## config.mk

```make
export PLATFORM = sky130hd
export DESIGN_NAME = bounded_ring_queue_with_timed_wait_unit
export DESIGN_NICKNAME = d
export VERILOG_FILES = /design/src/rtl/brq_pkg.sv /design/src/rtl/brq_front.sv /design/src/rtl/brq_cmdq.sv /design/src/rtl/brq_back.sv /design/src/rtl/bounded_ring_queue_with_timed_wait_unit.sv
export SDC_FILE = /design/constraint.sdc
export NUM_CORES = 1
export LEC_CHECK = 0
export ABC_AREA = 0
export BUFFER_PORTS_ARGS = -buffer_cell sky130_fd_sc_hd__buf_2
export CAP_MARGIN = 5
export CORE_MARGIN = 2
export CORE_UTILIZATION = 40
export CTS_CLUSTER_DIAMETER = 150
export DETAILED_ROUTE_END_ITERATION = 8
export PLACE_DENSITY = 0.64
export REMOVE_ABC_BUFFERS = 1
export SKIP_LAST_GASP = 1
export SYNTH_ARGS = -nofsm -noshare
export SYNTH_HDL_FRONTEND = slang
export SYNTH_SLANG_ARGS = --single-unit
```

## constraint.sdc

```tcl
create_clock -name clk -period 6.6 [get_ports clk]
set_input_delay 0 -clock clk [delete_from_list [all_inputs] [get_ports clk]]
set_output_delay 0 -clock clk [all_outputs]
set_load 0.01 [all_outputs]
```

## src/rtl/brq_pkg.sv

```systemverilog
`timescale 1ns / 1ps

package brq_pkg;

  localparam int CAPACITY = 16;
  localparam int WORD_W   = 32;
  localparam int TICK_W   = 16;
  localparam int IDX_W    = $clog2(CAPACITY);
  localparam int CNT_W    = IDX_W + 1;

  // Command queue between front and back
  localparam int QDEPTH  = 2;
  localparam int QPTR_W  = $clog2(QDEPTH);

  localparam int IN_TICK_W = 16;
  localparam logic [IN_TICK_W-1:0] TICK_MAX = IN_TICK_W'((64'd1 << TICK_W) - 64'd1);

  // Request codes
  localparam logic [1:0] REQ_PUSH = 2'd0;
  localparam logic [1:0] REQ_POP  = 2'd1;
  localparam logic [1:0] REQ_WAIT = 2'd2;
  localparam logic [1:0] REQ_TICK = 2'd3;

  // Status codes
  localparam logic [2:0] ST_OK      = 3'd0;
  localparam logic [2:0] ST_FULL    = 3'd1;
  localparam logic [2:0] ST_EMPTY   = 3'd2;
  localparam logic [2:0] ST_TIMEOUT = 3'd3;
  localparam logic [2:0] ST_BUSY    = 3'd4;

  localparam logic [CNT_W-1:0] FILL_FULL = CNT_W'(CAPACITY);

  typedef struct packed {
    logic [1:0]  req_type;
    logic [31:0] push_word;
    logic [15:0] wait_ticks;
  } in_item_t;

  typedef struct packed {
    logic [1:0]  reply_to;
    logic [2:0]  status;
    logic [31:0] pop_word;
    logic [4:0]  fill_count;
    logic        is_empty;
    logic        is_full;
    logic        last_reply;
  } out_item_t;

  // Classified command passed from front to back
  typedef struct packed {
    logic [1:0]        op;
    logic [WORD_W-1:0] word;
    logic [TICK_W-1:0] ticks;
    logic              zero_ticks;
  } cmd_t;

  // Back-end status, watched by checks at the top level
  typedef struct packed {
    logic             waiter_pending;
    logic [CNT_W-1:0] fill;
  } back_stat_t;

endpackage

```

## src/rtl/brq_front.sv

```systemverilog
`timescale 1ns / 1ps

module brq_front import brq_pkg::*; (
  input  logic     clk,
  input  logic     rst_n,
  input  logic     in_valid,
  output logic     in_stall,
  input  in_item_t in_data,
  output logic     cmd_valid,
  input  logic     cmd_full,
  output cmd_t     cmd
);

  logic cmd_valid_r;
  cmd_t cmd_r;
  cmd_t cmd_nxt;
  logic accept;

  assign in_stall  = cmd_valid_r && cmd_full;
  assign accept    = in_valid && !in_stall;
  assign cmd_valid = cmd_valid_r;
  assign cmd       = cmd_r;

  // Classify: keep low word bits, saturate the tick budget
  always_comb begin
    cmd_nxt.op   = in_data.req_type;
    cmd_nxt.word = in_data.push_word[WORD_W-1:0];
    if (in_data.wait_ticks > TICK_MAX) begin
      cmd_nxt.ticks = TICK_MAX[TICK_W-1:0];
    end else begin
      cmd_nxt.ticks = in_data.wait_ticks[TICK_W-1:0];
    end
    cmd_nxt.zero_ticks = (in_data.wait_ticks == '0);
  end

  always_ff @(posedge clk) begin
    if (!rst_n) begin
      cmd_valid_r <= 1'b0;
    end else if (accept) begin
      cmd_valid_r <= 1'b1;
    end else if (!cmd_full) begin
      cmd_valid_r <= 1'b0;
    end
  end

  always_ff @(posedge clk) begin
    if (accept) begin
      cmd_r <= cmd_nxt;
    end
  end

endmodule

```

## src/rtl/brq_cmdq.sv

```systemverilog
`timescale 1ns / 1ps

module brq_cmdq import brq_pkg::*; (
  input  logic clk,
  input  logic rst_n,
  input  logic wr_valid,
  output logic full,
  input  cmd_t wr_cmd,
  output logic rd_valid,
  input  logic rd_pop,
  output cmd_t rd_cmd
);

  cmd_t              ent_r [QDEPTH];
  logic [QPTR_W-1:0] wr_ptr_r;
  logic [QPTR_W-1:0] rd_ptr_r;
  logic [QPTR_W:0]   count_r;
  logic              push;
  logic              pop;

  assign full     = (count_r == (QPTR_W+1)'(QDEPTH));
  assign rd_valid = (count_r != '0);
  assign rd_cmd   = ent_r[rd_ptr_r];
  assign push     = wr_valid && !full;
  assign pop      = rd_pop && rd_valid;

  always_ff @(posedge clk) begin
    if (!rst_n) begin
      wr_ptr_r <= '0;
      rd_ptr_r <= '0;
      count_r  <= '0;
    end else begin
      if (push) wr_ptr_r <= wr_ptr_r + 1'b1;
      if (pop) rd_ptr_r <= rd_ptr_r + 1'b1;
      if (push && !pop) begin
        count_r <= count_r + 1'b1;
      end else if (pop && !push) begin
        count_r <= count_r - 1'b1;
      end
    end
  end

  always_ff @(posedge clk) begin
    if (push) begin
      ent_r[wr_ptr_r] <= wr_cmd;
    end
  end

endmodule

```

## src/rtl/brq_back.sv

```systemverilog
`timescale 1ns / 1ps

module brq_back import brq_pkg::*; (
  input  logic       clk,
  input  logic       rst_n,
  input  logic       q_valid,
  output logic       q_pop,
  input  cmd_t       q_cmd,
  output logic       out_valid,
  input  logic       out_stall,
  output out_item_t  out_data,
  output back_stat_t stat
);

  logic [WORD_W-1:0] slot_r [CAPACITY];
  logic [CNT_W-1:0]  wc_r, wc_nxt;
  logic [CNT_W-1:0]  rc_r, rc_nxt;
  logic              pend_r, pend_nxt;
  logic [TICK_W-1:0] left_r, left_nxt;
  logic [TICK_W-1:0] left_dec;

  logic       out_valid_r;
  out_item_t  out_r;
  logic       sec_valid_r;
  out_item_t  sec_r;

  logic              load_ok;
  logic              take;
  logic              wr_en;
  logic [CNT_W-1:0]  fill;
  logic [CNT_W-1:0]  fill_after;
  logic [WORD_W-1:0] head_word;
  logic [1:0]        n_res;
  out_item_t         r0, r1;

  assign load_ok   = !out_valid_r || !out_stall;
  assign take      = q_valid && !sec_valid_r && load_ok;
  assign q_pop     = take;
  assign fill      = wc_r - rc_r;
  assign head_word = slot_r[rc_r[IDX_W-1:0]];
  assign left_dec  = (left_r != '0) ? left_r - 1'b1 : left_r;

  assign out_valid = out_valid_r;
  assign out_data  = out_r;
  assign stat.waiter_pending = pend_r;
  assign stat.fill           = fill;

  // Execute one command against the ring state
  always_comb begin
    wc_nxt   = wc_r;
    rc_nxt   = rc_r;
    pend_nxt = pend_r;
    left_nxt = left_r;
    wr_en    = 1'b0;
    n_res    = 2'd0;
    r0       = '0;
    r1       = '0;
    unique case (q_cmd.op)
      REQ_PUSH: begin
        n_res       = 2'd1;
        r0.reply_to = REQ_PUSH;
        if (fill == FILL_FULL) begin
          r0.status = ST_FULL;
        end else begin
          wr_en     = 1'b1;
          wc_nxt    = wc_r + 1'b1;
          r0.status = ST_OK;
          // Waiter present means the ring was empty: hand the word straight over
          if (pend_r) begin
            pend_nxt    = 1'b0;
            left_nxt    = '0;
            rc_nxt      = rc_r + 1'b1;
            n_res       = 2'd2;
            r1.reply_to = REQ_WAIT;
            r1.status   = ST_OK;
            r1.pop_word = 32'(q_cmd.word);
          end
        end
      end
      REQ_POP: begin
        n_res       = 2'd1;
        r0.reply_to = REQ_POP;
        if (fill == '0) begin
          r0.status = ST_EMPTY;
        end else begin
          r0.status   = ST_OK;
          r0.pop_word = 32'(head_word);
          rc_nxt      = rc_r + 1'b1;
        end
      end
      REQ_WAIT: begin
        r0.reply_to = REQ_WAIT;
        priority if (pend_r) begin
          n_res     = 2'd1;
          r0.status = ST_BUSY;
        end else if (fill != '0) begin
          n_res       = 2'd1;
          r0.status   = ST_OK;
          r0.pop_word = 32'(head_word);
          rc_nxt      = rc_r + 1'b1;
        end else if (q_cmd.zero_ticks) begin
          n_res     = 2'd1;
          r0.status = ST_TIMEOUT;
        end else begin
          pend_nxt = 1'b1;
          left_nxt = q_cmd.ticks;
        end
      end
      REQ_TICK: begin
        r0.reply_to = REQ_WAIT;
        r0.status   = ST_TIMEOUT;
        if (pend_r) begin
          left_nxt = left_dec;
          if (left_dec == '0) begin
            pend_nxt = 1'b0;
            n_res    = 2'd1;
          end
        end
      end
      default: begin
      end
    endcase

    fill_after    = wc_nxt - rc_nxt;
    r0.fill_count = 5'(fill_after);
    r0.is_empty   = (fill_after == '0);
    r0.is_full    = (fill_after == FILL_FULL);
    r0.last_reply = (n_res == 2'd1);
    r1.fill_count = r0.fill_count;
    r1.is_empty   = r0.is_empty;
    r1.is_full    = r0.is_full;
    r1.last_reply = 1'b1;
  end

  always_ff @(posedge clk) begin
    if (!rst_n) begin
      wc_r        <= '0;
      rc_r        <= '0;
      pend_r      <= 1'b0;
      left_r      <= '0;
      out_valid_r <= 1'b0;
      sec_valid_r <= 1'b0;
    end else begin
      if (take) begin
        wc_r   <= wc_nxt;
        rc_r   <= rc_nxt;
        pend_r <= pend_nxt;
        left_r <= left_nxt;
      end
      if (load_ok) begin
        if (sec_valid_r) begin
          out_valid_r <= 1'b1;
          sec_valid_r <= 1'b0;
        end else if (take && n_res != 2'd0) begin
          out_valid_r <= 1'b1;
          sec_valid_r <= (n_res == 2'd2);
        end else begin
          out_valid_r <= 1'b0;
        end
      end
    end
  end

  always_ff @(posedge clk) begin
    if (take && wr_en) begin
      slot_r[wc_r[IDX_W-1:0]] <= q_cmd.word;
    end
    if (load_ok) begin
      if (sec_valid_r) begin
        out_r <= sec_r;
      end else if (take) begin
        out_r <= r0;
        sec_r <= r1;
      end
    end
  end

endmodule

```

## src/rtl/bounded_ring_queue_with_timed_wait_unit.sv

```systemverilog
`timescale 1ns / 1ps
// Path from an accepted request to its first reply: the front register, then the
//   command queue, then the reply register.
// Throughput: one request per cycle while in_stall is low; a push that completes
//   a waiter holds the back end until its second reply enters the one reply register.
// Reset: rst_n synchronous, active low; clears counters, waiter and all valids.
//   Slot contents are not cleared and are only read after being written.

module bounded_ring_queue_with_timed_wait_unit import brq_pkg::*; (
  input  logic      clk,
  input  logic      rst_n,
  input  logic      in_valid,
  output logic      in_stall,
  input  in_item_t  in_data,
  output logic      out_valid,
  input  logic      out_stall,
  output out_item_t out_data
);

  // Front: register and classify each incoming transaction
  logic       f_valid;
  cmd_t       f_cmd;
  logic       q_full;

  // Queue to back end
  logic       q_valid;
  logic       q_pop;
  cmd_t       q_cmd;

  back_stat_t b_stat;

  brq_front u_front (
    .clk       (clk),
    .rst_n     (rst_n),
    .in_valid  (in_valid),
    .in_stall  (in_stall),
    .in_data   (in_data),
    .cmd_valid (f_valid),
    .cmd_full  (q_full),
    .cmd       (f_cmd)
  );

  // Short command queue: decouple front-end acceptance from back-end stalls
  brq_cmdq u_cmdq (
    .clk      (clk),
    .rst_n    (rst_n),
    .wr_valid (f_valid),
    .full     (q_full),
    .wr_cmd   (f_cmd),
    .rd_valid (q_valid),
    .rd_pop   (q_pop),
    .rd_cmd   (q_cmd)
  );

  // Back: ring counters, slot store, the timed waiter and the reply registers
  brq_back u_back (
    .clk       (clk),
    .rst_n     (rst_n),
    .q_valid   (q_valid),
    .q_pop     (q_pop),
    .q_cmd     (q_cmd),
    .out_valid (out_valid),
    .out_stall (out_stall),
    .out_data  (out_data),
    .stat      (b_stat)
  );

  // A pending waiter only exists while the ring is empty
  assert property (@(posedge clk) disable iff (!rst_n)
    b_stat.waiter_pending |-> (b_stat.fill == '0))
    else $error("waiter pending with words in ring");

  // Fill never exceeds capacity
  assert property (@(posedge clk) disable iff (!rst_n)
    b_stat.fill <= FILL_FULL)
    else $error("fill count beyond capacity");

  // Busy replies only answer wait-pops
  assert property (@(posedge clk) disable iff (!rst_n)
    (out_valid && out_data.status == ST_BUSY) |-> (out_data.reply_to == REQ_WAIT))
    else $error("busy reply to non wait-pop");

  // A successful pop leaves the ring not full
  assert property (@(posedge clk) disable iff (!rst_n)
    (out_valid && out_data.reply_to == REQ_POP && out_data.status == ST_OK)
      |-> !out_data.is_full)
    else $error("full after successful pop");

endmodule

```

==> metrics.md <==
| Metric | Value |
|---|---|
| Critical Path Sink Type | flip-flop |
| Hold Startpoint | in_data[17] |
| Die area | 79600 sq um |
| Distinct cells, synth | 76 |
| Met2 WL | 33600 um |
| GP Congestion | 0.833 |
| Clock Latency Late Sink | 0.63 ns |
| Clock power share | 0.337 |
| Top FF cell, synth | edfxtp_1 |
| Yosys reg bits | 789 |
| Worst-path maximum fanout | 11 |
| CTS HTree Levels | 3 |
| Clock Tree Buf Depth | 3 |
| Type of the worst setup path | reg -> reg |
| Fmax | 206 MHz |
| Critical Path Sink | u_back.out_data[7] |
| Layout cells sized above 1 | 0.272 |
| Pwr dens | 379 nW/um^2 |
| Post-DP Area | 32800 sq um |
| Reg-to-Reg End | u_back.out_data[7] |
| Worst Tran Pin Value | 1.07 ns |
| Net switching power | 3840 uW |
| DRC Markers | 0 |
| DR top layer | met4 |
| First-pass GRT wire length | 99700 um |
| Tcrit/Tclk final | 0.734 |
| # IOs | 101 |
| Switch share | 0.280 |
| Flop-to-flop setup slack | 1.75 ns |
| Critical Path Source Type | flip-flop |
| Clock sinks | 789 |
| Largest net degree at the start of global routing | 87 |
| Status | completed |
| Slew Limit Fails | 0 |
| Worst Reg2Reg Path Length in Cells | 16 |
| WL met1 | 28400 um |
| Yosys warning count | 0 |
| Fill count | 6497 |
| Routed via count | 15400 |
| Iter 0 DRT Violations | 1193 |
| Initial Util | 0.402 |
| Ys async rst share | 0 |
| CTS tree | done |
| Crit path DAT | 5.22 ns |
| Final WS setup | 1.75 ns |
| Mapped Area | 31000 sq um |
| P_leak | 0.0117 uW |
| Ant. Diodes | 0 |
| Worst hold path type | in -> reg |
| Synthesized area per cell | 19.2 sq um |
| Comb pwr share | 0.191 |
| Critical path origin | u_back.wc_r[2] |
| Internal | 9860 uW |
| Metal3 WL | 3350 um |
| Fin crit period | 4.85 ns |
| Die H | 282 um |
| Hold buffer count at CTS | 53 |
| Overall routing resource usage | 0.170 |
| Area Overhead vs Synth | 16.7% |
| EDFF count, synth | 750 |
| Placed Cells | 2706 |
| Data required time of the worst path | 6.98 ns |
| Final design utilization | 0.468 |
| Flop pwr share | 0.472 |
| Total gr overflow | 0 |
| VDD IR max | 0.284 mV |
| Port bufs | 100 |
| WL/cell | 22.9 um |
| Chip width | 282 um |
| Reg2Reg Launch Point | u_back.wc_r[2] |
| Pre-antenna DRT Iters | 5 |
| Worst slack, placed | 1.75 ns |
| Drt via density | 5.30 |
| RSZ-0062 raised after global routing | no |
| Final instance area | 36100 sq um |
| Final cell count without fillers | 2914 |
| Row count | 102 |
| Initial antenna violation count | 0 |
| Vias in the first global route | 15900 |
| Final WL | 66800 um |
| Clock Skew | 0.0345 ns |
| Root Buffer | clkbuf_16 |
| Sequential area share after synthesis | 0.753 |
| TritonCTS Buffers | 84 |
| Antenna Nets Post-Route | 0 |
| Final setup violation count | 0 |
| Final net count | 1881 |
| Fin. Hold Viols | 0 |
| Slew headroom | 0.287 |
| Post-CTS resize count | 0 |
| Post-DP HPWL | 36300 um |
| Max Cap Viol | 0 |
| Syn Inst Count | 1614 |
| Core area | 77100 sq um |
| Postcts setup bufs | 0 |
| Clock Pin Slew Worst Setup and Hold Paths | 0.06 ns |
## power by group through the flow
stage / clock network, uW / registers, uW / logic [uW]
finish: 4620 / 6470 / 2610
global route: 4920 / 6520 / 2870
CTS: 4730 / 6480 / 2650
detailed placement: 0 / 6580 / 2610
global placement: 0 / 6580 / 2550
floorplan: 0 / 6670 / 1610
## metal layers
| layer | global-route usage | vias to the layer above |
|---|---|---|
| li1 | - | 6867 |
| met3 | 0.0283 | 111 |
| met5 | 0 | - |
| met4 | 0.0463 | 0 |
| met1 | 0.228 | 8034 |
| met2 | 0.288 | 437 |
## cells in the final DEF, fill, tap and decap left out, types with 10 or more instances in the layout
cell type | netlist | final
clkbuf_1 | 55 | 10
nand2_1 | 75 | 75
nor2_4 | 0 | 13
clkinv_1 | 0 | 12
nor4_1 | 13 | 13
clkinv_2 | 0 | 20
and2_1 | 45 | 45
o21ai_0 | 62 | 62
buf_4 | 2 | 31
mux4_2 | 160 | 160
nand3_1 | 13 | 13
mux2i_1 | 17 | 17
inv_1 | 61 | 60
dfxtp_1 | 39 | 33
dlygate4sd3_1 | 0 | 53
a21oi_1 | 24 | 23
xnor2_1 | 11 | 11
ha_1 | 21 | 21
nor2_1 | 51 | 37
clkbuf_16 | 0 | 84
edfxtp_1 | 750 | 750
mux2_2 | 41 | 41
buf_2 | 2 | 100
## Yosys cell counts, types with 3 or more instances
master	count	share of area
mux4_2	160	0.12
nand3_1	13	0.0021
or4_1	4	0.00097
nor4_1	13	0.0026
a31o_2	3	0.00085
o21ai_0	62	0.010
xnor2_1	11	0.0031
ha_1	21	0.0085
o41ai_1	3	0.00085
a211oi_1	4	0.00097
nor2b_1	5	0.0010
inv_1	61	0.0074
o22ai_1	9	0.0018
nor2_1	51	0.0062
nand2_1	75	0.0091
o211ai_1	6	0.0015
or3_1	8	0.0016
clkbuf_1	55	0.0067
xor2_1	8	0.0023
mux2_2	41	0.015
o21a_1	7	0.0017
edfxtp_1	750	0.73
nor3_1	13	0.0021
a21o_1	5	0.0012
and3_1	5	0.0010
or2_2	4	0.00081
buf_1	20	0.0024
a21boi_0	5	0.0012
nor3b_1	3	0.00073
a21oi_1	24	0.0039
o31ai_1	7	0.0017
nand2b_1	6	0.0012
mux2i_1	17	0.0055
dfxtp_1	39	0.025
and2_1	45	0.0091
## through the flow
stage	power [uW]	setup TNS [ns]	hold WS, ns
after floorplan	8270	-6.48	0.0989
after global placement	9130	0	0.176
after detailed placement	9190	0	0.178
after CTS	13900	0	0.0319
after global routing	14300	0	0.0575
final	13700	0	0.0757
## kinds of logic (layout without fill, tap and decap cells)
family,Yosys count,after routing,synth area share
mux,218,218,0.137
fa+ha+maj,23,23,0.00946
compound gates,164,164,0.0344
flops,789,789,0.753
simple gates,258,258,0.0422
buf+inv,141,401,0.0177
xor+xnor,21,21,0.00663
## flip-flops by register name (all words and copies together), names as in the netlist, named ones only
register / flops
u_back.slot_r: 512
u_cmdq.ent_r: 102
u_front.cmd: 51
u_back.out_data: 45
u_back.sec_r: 40
u_back.left_r: 16
u_back.rc_r: 5
u_back.wc_r: 5
u_cmdq.count_r: 2
u_back.out_valid: 1
u_back.pend_r: 1
u_back.sec_valid_r: 1
u_cmdq.rd_ptr_r: 1
u_cmdq.wr_ptr_r: 1
u_front.cmd_valid: 1
## worst min path at each step
stage                      end  depth (start not counted)
2_1_floorplan  u_front.cmd[10]                          0
3_3_place_gp   u_front.cmd[48]                          1
3_5_place_dp   u_front.cmd[22]                          1
4_1_cts        u_front.cmd[36]                          2
5_1_grt        u_front.cmd[28]                          2
6_report       u_front.cmd[18]                          2
## worst max-delay path, cell delays in order, from the launching register on
cell and delay (ns):
dfxtp_1 0.60, ha_1 0.36, and3b_1 0.27, or4_4 0.54, a211oi_2 0.43, nor2_1 0.18, o21ai_0 0.35, nand2b_1 0.12
a21o_1 0.21, fa_1 0.46, inv_1 0.07, a21o_1 0.11, a21oi_1 0.07, xnor2_1 0.13, xnor2_1 0.25, xnor2_2 0.14
mux2_2 0.29
## cell type report
type	count	area (sq um)	area share
repair buffers	185	1280	0.0355
clock inverters	59	573	0.0159
inverters	61	229	0.00634
well taps	1040	1300	0.0360
multi-input cells	684	7240	0.201
flip-flops and latches	789	23300	0.646
clock buffers	96	2170	0.0600
No activity file was read; power rests on OpenSTA's default activity.
